===== src/spq_pkg.sv =====
`timescale 1ns / 1ps
// Shared types, constants and helpers for the stable priority queue drain block.
// No dependencies.
package spq_pkg;

	localparam int QUEUE_DEPTH = 16;
	localparam int VALUE_WIDTH = 16;
	localparam int PRIO_W      = 10;

	localparam logic [PRIO_W-1:0] PRIO_MAX = PRIO_W'(999);

	typedef enum logic {
		OP_INSERT = 1'b0,
		OP_SERVE  = 1'b1
	} opcode_t;

	typedef enum logic [1:0] {
		ST_SERVED  = 2'd0,
		ST_EMPTY   = 2'd1,
		ST_DROPPED = 2'd2
	} status_t;

	typedef struct packed {
		logic signed [VALUE_WIDTH-1:0] value;
		logic        [PRIO_W-1:0]      prio;
	} entry_t;

	typedef struct packed {
		logic   vld;
		entry_t e;
	} slot_t;

	typedef struct packed {
		logic insert;
		logic shift;
	} cell_ctl_t;

	function automatic logic [PRIO_W-1:0] sat_prio(input logic [PRIO_W-1:0] p);
		sat_prio = (p > PRIO_MAX) ? PRIO_MAX : p;
	endfunction

endpackage


===== src/spq_in_if.sv =====
`timescale 1ns / 1ps
// Request channel: valid/ready transfer of one opcode, value and priority.
// Depends on spq_pkg.
interface spq_in_if import spq_pkg::*; ();
	logic                          valid;
	logic                          ready;
	logic                          opcode;
	logic signed [VALUE_WIDTH-1:0] value;
	logic        [PRIO_W-1:0]      priority_req;

	modport source (output valid, opcode, value, priority_req, input ready);
	modport sink   (input valid, opcode, value, priority_req, output ready);
endinterface


===== src/spq_out_if.sv =====
`timescale 1ns / 1ps
// Result channel: valid/ready transfer of one served entry or status result.
// Depends on spq_pkg.
interface spq_out_if import spq_pkg::*; ();
	logic                          valid;
	logic                          ready;
	logic signed [VALUE_WIDTH-1:0] out_value;
	logic        [PRIO_W-1:0]      out_priority;
	logic        [1:0]             status;
	logic                          last;

	modport source (output valid, out_value, out_priority, status, last, input ready);
	modport sink   (input valid, out_value, out_priority, status, last, output ready);
endinterface


===== src/spq_cell.sv =====
`timescale 1ns / 1ps
// One slot of the sorted shift chain: takes the new entry or its left neighbor on
// insert, its right neighbor on drain. Depends on spq_pkg.
module spq_cell import spq_pkg::*; (
	input  logic      clk,
	input  logic      arst_n,
	input  cell_ctl_t ctl,
	input  entry_t    new_e,
	input  slot_t     left,
	input  logic      left_take,
	input  slot_t     right,
	output slot_t     own,
	output logic      take
);

	logic   own_vld_q;
	entry_t own_e_q;
	slot_t  nxt;

	assign take = ctl.insert && (!own_vld_q || (new_e.prio < own_e_q.prio));
	assign own  = {own_vld_q, own_e_q};

	always_comb begin
		nxt = {own_vld_q, own_e_q};
		if (ctl.shift) begin
			nxt = right;
		end else if (take) begin
			if (left_take) begin
				nxt = left;
			end else begin
				nxt.vld = 1'b1;
				nxt.e   = new_e;
			end
		end
	end

	always_ff @(posedge clk or negedge arst_n) begin
		if (!arst_n) begin
			own_vld_q <= 1'b0;
		end else begin
			own_vld_q <= nxt.vld;
		end
	end

	always_ff @(posedge clk) begin
		own_e_q <= nxt.e;
	end

endmodule


===== src/stable_priority_queue_drain_core.sv =====
`timescale 1ns / 1ps
// Stable priority queue: a chain of QUEUE_DEPTH cells kept sorted by priority on insert.
// Insert: one per cycle unless draining or output stalls; full yields a dropped result.
// Serve: all entries, one result per cycle from the head cell unless the output stalls.
// Reset clears the cell valid bits, drain flag and output valid; payloads are not cleared.
// Depends on spq_pkg, spq_in_if, spq_out_if and spq_cell.
module stable_priority_queue_drain_core import spq_pkg::*; (
	input  logic    clk,
	input  logic    arst_n,
	spq_in_if.sink  req,
	spq_out_if.source rsp
);

	slot_t                  slot [QUEUE_DEPTH];
	logic [QUEUE_DEPTH-1:0] take;
	logic [QUEUE_DEPTH-1:0] vld_vec;
	cell_ctl_t              ctl;
	entry_t                 new_e;

	logic drain_q;
	logic rsp_vld_q;
	entry_t  rsp_e_q;
	status_t rsp_st_q;
	logic    rsp_last_q;

	logic can_load, acc, is_ins, is_srv, full, empty, drain_step;

	assign can_load   = !rsp_vld_q || rsp.ready;
	assign req.ready  = !drain_q && can_load;
	assign acc        = req.valid && req.ready;
	assign is_ins     = acc && (req.opcode == OP_INSERT);
	assign is_srv     = acc && (req.opcode == OP_SERVE);
	assign full       = vld_vec[QUEUE_DEPTH-1];
	assign empty      = !vld_vec[0];
	assign drain_step = drain_q && can_load;

	assign ctl.insert = is_ins && !full;
	assign ctl.shift  = drain_step;
	assign new_e.value = req.value;
	assign new_e.prio  = sat_prio(req.priority_req);

	for (genvar i = 0; i < QUEUE_DEPTH; i++) begin : g_cell
		slot_t l_slot, r_slot;
		logic  l_take;
		if (i == 0) begin : g_head
			assign l_slot = '0;
			assign l_take = 1'b0;
		end else begin : g_body
			assign l_slot = slot[i-1];
			assign l_take = take[i-1];
		end
		if (i == QUEUE_DEPTH - 1) begin : g_tail
			assign r_slot = '0;
		end else begin : g_mid
			assign r_slot = slot[i+1];
		end
		spq_cell u_cell (
			.clk       (clk),
			.arst_n    (arst_n),
			.ctl       (ctl),
			.new_e     (new_e),
			.left      (l_slot),
			.left_take (l_take),
			.right     (r_slot),
			.own       (slot[i]),
			.take      (take[i])
		);
		assign vld_vec[i] = slot[i].vld;
	end

	always_ff @(posedge clk or negedge arst_n) begin
		if (!arst_n) begin
			drain_q   <= 1'b0;
			rsp_vld_q <= 1'b0;
		end else begin
			if (drain_step) begin
				drain_q <= vld_vec[1];
			end else if (is_srv && !empty) begin
				drain_q <= 1'b1;
			end
			if (drain_step || (is_ins && full) || (is_srv && empty)) begin
				rsp_vld_q <= 1'b1;
			end else if (rsp.ready) begin
				rsp_vld_q <= 1'b0;
			end
		end
	end

	always_ff @(posedge clk) begin
		if (drain_step) begin
			rsp_e_q    <= slot[0].e;
			rsp_st_q   <= ST_SERVED;
			rsp_last_q <= !vld_vec[1];
		end else if (is_ins && full) begin
			rsp_e_q    <= '0;
			rsp_st_q   <= ST_DROPPED;
			rsp_last_q <= 1'b1;
		end else if (is_srv && empty) begin
			rsp_e_q    <= '0;
			rsp_st_q   <= ST_EMPTY;
			rsp_last_q <= 1'b1;
		end
	end

	assign rsp.valid        = rsp_vld_q;
	assign rsp.out_value    = rsp_e_q.value;
	assign rsp.out_priority = rsp_e_q.prio;
	assign rsp.status       = rsp_st_q;
	assign rsp.last         = rsp_last_q;

	a_vld_packed: assert property (@(posedge clk) disable iff (!arst_n)
		((vld_vec & (vld_vec + QUEUE_DEPTH'(1))) == '0))
		else $error("cell valid bits not packed at the head");

	a_drain_head: assert property (@(posedge clk) disable iff (!arst_n)
		drain_q |-> vld_vec[0])
		else $error("drain active with empty head cell");

	a_drain_done: assert property (@(posedge clk) disable iff (!arst_n)
		$fell(drain_q) |-> (vld_vec == '0))
		else $error("entries left after drain");

endmodule

===== src/flat_wrapper.sv =====
// flat-port wrapper written by rule: the top's interface ports become plain ports
module stable_priority_queue_drain_core_flat import spq_pkg::*;
  (clk, arst_n, req_valid, req_opcode, req_value, req_priority_req, req_ready, rsp_valid, rsp_out_value, rsp_out_priority, rsp_status, rsp_last, rsp_ready);
  spq_in_if req_i ();
  spq_out_if rsp_i ();
  input  logic clk;
  input  logic arst_n;
  input wire logic [$bits(req_i.valid)-1:0] req_valid;
  input wire logic [$bits(req_i.opcode)-1:0] req_opcode;
  input wire logic [$bits(req_i.value)-1:0] req_value;
  input wire logic [$bits(req_i.priority_req)-1:0] req_priority_req;
  output wire logic [$bits(req_i.ready)-1:0] req_ready;
  output wire logic [$bits(rsp_i.valid)-1:0] rsp_valid;
  output wire logic [$bits(rsp_i.out_value)-1:0] rsp_out_value;
  output wire logic [$bits(rsp_i.out_priority)-1:0] rsp_out_priority;
  output wire logic [$bits(rsp_i.status)-1:0] rsp_status;
  output wire logic [$bits(rsp_i.last)-1:0] rsp_last;
  input wire logic [$bits(rsp_i.ready)-1:0] rsp_ready;
  assign req_i.valid = req_valid;
  assign req_i.opcode = req_opcode;
  assign req_i.value = req_value;
  assign req_i.priority_req = req_priority_req;
  assign req_ready = req_i.ready;
  assign rsp_valid = rsp_i.valid;
  assign rsp_out_value = rsp_i.out_value;
  assign rsp_out_priority = rsp_i.out_priority;
  assign rsp_status = rsp_i.status;
  assign rsp_last = rsp_i.last;
  assign rsp_i.ready = rsp_ready;
  stable_priority_queue_drain_core u_core (.clk(clk), .arst_n(arst_n), .req(req_i), .rsp(rsp_i));
endmodule

===== config.mk =====
export PLATFORM = sky130hd
export DESIGN_NAME = stable_priority_queue_drain_core_flat
export DESIGN_NICKNAME = d
export VERILOG_FILES = /design/src/spq_pkg.sv /design/src/spq_in_if.sv /design/src/spq_out_if.sv /design/src/spq_cell.sv /design/src/stable_priority_queue_drain_core.sv /design/src/flat_wrapper.sv
export SDC_FILE = /design/constraint.sdc
export NUM_CORES = 1
export LEC_CHECK = 0
export BUFFER_PORTS_ARGS = -buffer_cell sky130_fd_sc_hd__buf_2
export CORE_ASPECT_RATIO = 0.9
export CORE_MARGIN = 1.5
export CORE_UTILIZATION = 35
export CTS_CLUSTER_DIAMETER = 120
export DETAILED_ROUTE_END_ITERATION = 6
export GPL_ROUTABILITY_DRIVEN = 0
export PLACE_DENSITY = 0.57
export SLEW_MARGIN = 40
export SYNTH_ARGS = -nofsm -noshare
export SYNTH_HDL_FRONTEND = slang
export SYNTH_SLANG_ARGS = --single-unit

===== constraint.sdc =====
create_clock -name clk -period 4.1 [get_ports clk]
set_input_delay 0.82 -clock clk [delete_from_list [all_inputs] [get_ports clk]]
set_output_delay 0.82 -clock clk [all_outputs]
set_load 0.1 [all_outputs]

==> results.yml <==
global_route:
  grt_start_max_net_pins: 73
  grt_usage: 0.2462
  grt_pass1_wl_microns: 138900
  overflow: 0
  grt_pass1_vias: 21510
  antenna_found_initial: 0
layout:
  multiInputGateArea_sq_um: 10470
  fill_cells: 6816
  layout.nets: 2612
  syn_to_final_growth_pct: 14.92
  drive_above_1_share: 0.1375
  seqCellArea_sq_um: 13530
  antenna_cells: 0
timing:
  slew_viol_final: 0
  worst_hold_slack_ps: 186.8
  hold_violations: 0
  slew_headroom: 0.4976
  worst_pin_slew_ps: 753.6
  setup_ws_ps: 471.0
  skew_ps: 28.04
  finalCriticalPeriod_ps: 3629
  max_freq_mhz: 275.6
  fin_tns_setup_ps: 0
  finalSetupViolCount: 0
  rsz0062_at_grt: "false"
  min_period_over_period: 0.8851
clock_tree:
  clkSinkCount: 463
  postCtsSetupBuffers: 0
  htree_levels: 2
  cts.path.max_buffers: 3
  clock-root-buffer: "clkbuf_16"
  clk_pin_slew_ps: 70
  cts-buffers-inserted: 48
  cts_tree: "yes"
  postCtsHoldBufs: 0
  clock_latency_ps: 630
  ctsResizeCount: 0
placed_design:
  io_buffers: 61
  place_ws_ps: -25.57
  hpwl_microns: 63290
critical_path:
  required_ps: 4460
  startpoint_type: "input port"
  reg2regPathDepth: 7
  cp-end-kind: "flop"
  cp-startpoint: "req_priority_req[5]"
  worstPathArrival_ps: 3990
  setup.worst_path.end: "u_core.g_cell[12].u_cell.own[3]"
  reg2reg_from: "u_core.g_cell[15].u_cell.own_vld_q"
  rrSetupSlack_ps: 920
  cp_max_fo: 14
  critPathKind: "input port to flop"
  rr_endpoint: "u_core.g_cell[13].u_cell.own[6]"
die:
  start_util: 0.3550
  core_area_sq_um: 71800
  die-area_sq_um: 74440
  rows: 93
  io_pins: 62
  die_w_microns: 287.4
  fp.dieH_microns: 259.0
synthesis:
  synth_top_area_share: 0.4914
  synthAdderAreaFrac: 0.05194
  synth_nets: 2581
  synthArstFlopShare: 0.03888
  syn-cell-area_sq_um: 25480
  yosys_warnings: 0
  synth.area.mux_share: 0.01100
  yosysSeqAreaShare: 0.5310
  synth_compound_area_frac: 0.2555
  synth_top_family_by_area: "compound AO/OA/AOI/OAI gates"
  synth.top_cells.by_area: "edfxtp_1 49%, o22ai_1 7.6%, ha_1 5.2%"
  synth_edf_count: 417
  ys_types: 70
  synth-simple-area-share: 0.08464
  synth-main-ff-cell: "edfxtp_1"
  ys_seq_elements: 463
  synth.largest_area_cell: "edfxtp_1"
  synth_xor_area_frac: 0
  syn_inst: 2445
  avgSynthCellArea_sq_um: 10.42
power_and_ir_drop:
  p_total_w: 0.02790
  power.density_nw_per_um2: 952.8
  p_leak_nw: 10.97
  ir_worst_vdd_mv: 0.5658
min_path:
  hold_class: "input port to asynchronous set/reset pin"
routing:
  dr_total_vias: 22620
  drt.antenna.violating_nets: 0
  drt_pass1_iterations: 7
  drcViolationCount: 0
  drt-initial-drc-count: 3377
  vias_per_cell: 6.525
  finalWirelength_microns: 93930
  detail_route.wl_per_cell_microns: 27.10
run_status:
  status: "finished clean"
run:
  maxCapViolations: 0
==> power by group <==
part,switching (W),internal [W]
Clock,0.00198,0.00239
Combinational,0.00830,0.00422
Sequential,0.00208,0.00893
==> cell usage after synthesis, types with 49 or more instances <==
master    count
o22ai_1     311
nor2_1      163
inv_1       163
buf_2        49
clkbuf_1    148
nand2_1     116
o221ai_1     82
ha_1        105
o21ai_0      94
a31oi_1     175
a21oi_1     148
nand3_1      88
edfxtp_1    417
==> registers in the layout (all words and copies together), names as in the netlist <==
name	flops
u_core.rsp.out_priority	10
u_core.rsp.out_value	16
u_core.rsp.last	1
u_core.g_cell.u_cell.own	416
u_core.g_cell.u_cell.own_vld_q	16
u_core.rsp.valid	1
u_core.drain_q	1
u_core.rsp.status	2
==> worst min path at each step <==
stage,start,end
4_1_cts,arst_n,u_core.g_cell[6].u_cell.own_vld_q
6_report,arst_n,u_core.g_cell[12].u_cell.own_vld_q
3_5_place_dp,u_core.rsp.status[0],u_core.rsp.status[0]
2_1_floorplan,u_core.g_cell[15].u_cell.own[1],u_core.g_cell[15].u_cell.own[1]
3_3_place_gp,u_core.rsp.status[0],u_core.rsp.status[0]
5_1_grt,arst_n,u_core.g_cell[1].u_cell.own_vld_q
==> cells in the final DEF (no fill, tap or decap), drive strengths merged, types with 6 or more instances in the layout <==
| master | instances |
|---|---|
| nor3 | 25 |
| a21o | 15 |
| o21ai | 99 |
| nor3b | 6 |
| nor2 | 163 |
| or3b | 8 |
| clkinv | 20 |
| dfxtp | 28 |
| o221ai | 82 |
| o211ai | 20 |
| o22ai | 311 |
| mux2i | 28 |
| nand4 | 18 |
| a31oi | 178 |
| o21bai | 6 |
| edfxtp | 417 |
| clkbuf | 66 |
| a221oi | 14 |
| o2111ai | 16 |
| dfrtp | 18 |
| nand3 | 88 |
| buf | 214 |
| ha | 105 |
| nand2 | 116 |
| and3 | 19 |
| inv | 162 |
| a21oi | 153 |
| o211a | 10 |
| a22oi | 20 |
| nor4 | 7 |
| a211oi | 18 |
| and2 | 6 |
==> cell families after synthesis <==
kind of cell,count (synthesis)
multiplexers,28
AO/OA/AOI/OAI,982
adder cells (fa/ha/maj),106
buffers and inverters,396
AND/OR/NAND/NOR,470
flip-flops,463
==> through the flow <==
| stage | utilization | instance area, sq um | instances |
|---|---|---|---|
| after CTS | 0.4079 | 29290 | 3466 |
| after detailed placement | 0.3867 | 27760 | 3376 |
| final | 0.4079 | 29290 | 3466 |
| after global routing | 0.4079 | 29290 | 3466 |
| after global placement | 0.3867 | 27760 | 3376 |
| after floorplan | - | 25540 | 2445 |
==> final cells by class <==
| cell class | count | share of cell area |
|---|---|---|
| clock buffer | 66 | 0.04366 |
| inverter | 163 | 0.02102 |
| timing repair buffer | 214 | 0.06673 |
| tap | 950 | 0.04059 |
| clock inverter | 24 | 0.008459 |
| sequential | 463 | 0.4621 |
| multi-input combinational | 1586 | 0.3575 |
==> routing by layer <==
layer,GRT usage,part of all wire,up-vias
met3,0.04842,0.11,196
met4,0.09108,0.034,0
met1,0.3503,0.42,11100
met5,0,0,-
li1,-,-,9736
met2,0.3695,0.44,1584
==> worst max-delay path, cell delays in order <==
cell and delay, ps:
buf_2 90, and3_1 190, nand2_1 170, a21oi_1 350, nor2_2 80, inv_2 260
buf_4 260, ha_1 190, o211a_1 150, o21ai_0 70, o211a_1 280, o21bai_2 210
buf_4 320, nand2_1 240, o22ai_1 240, a21oi_1 60
Note: power is estimated with default switching activity, not from simulation.
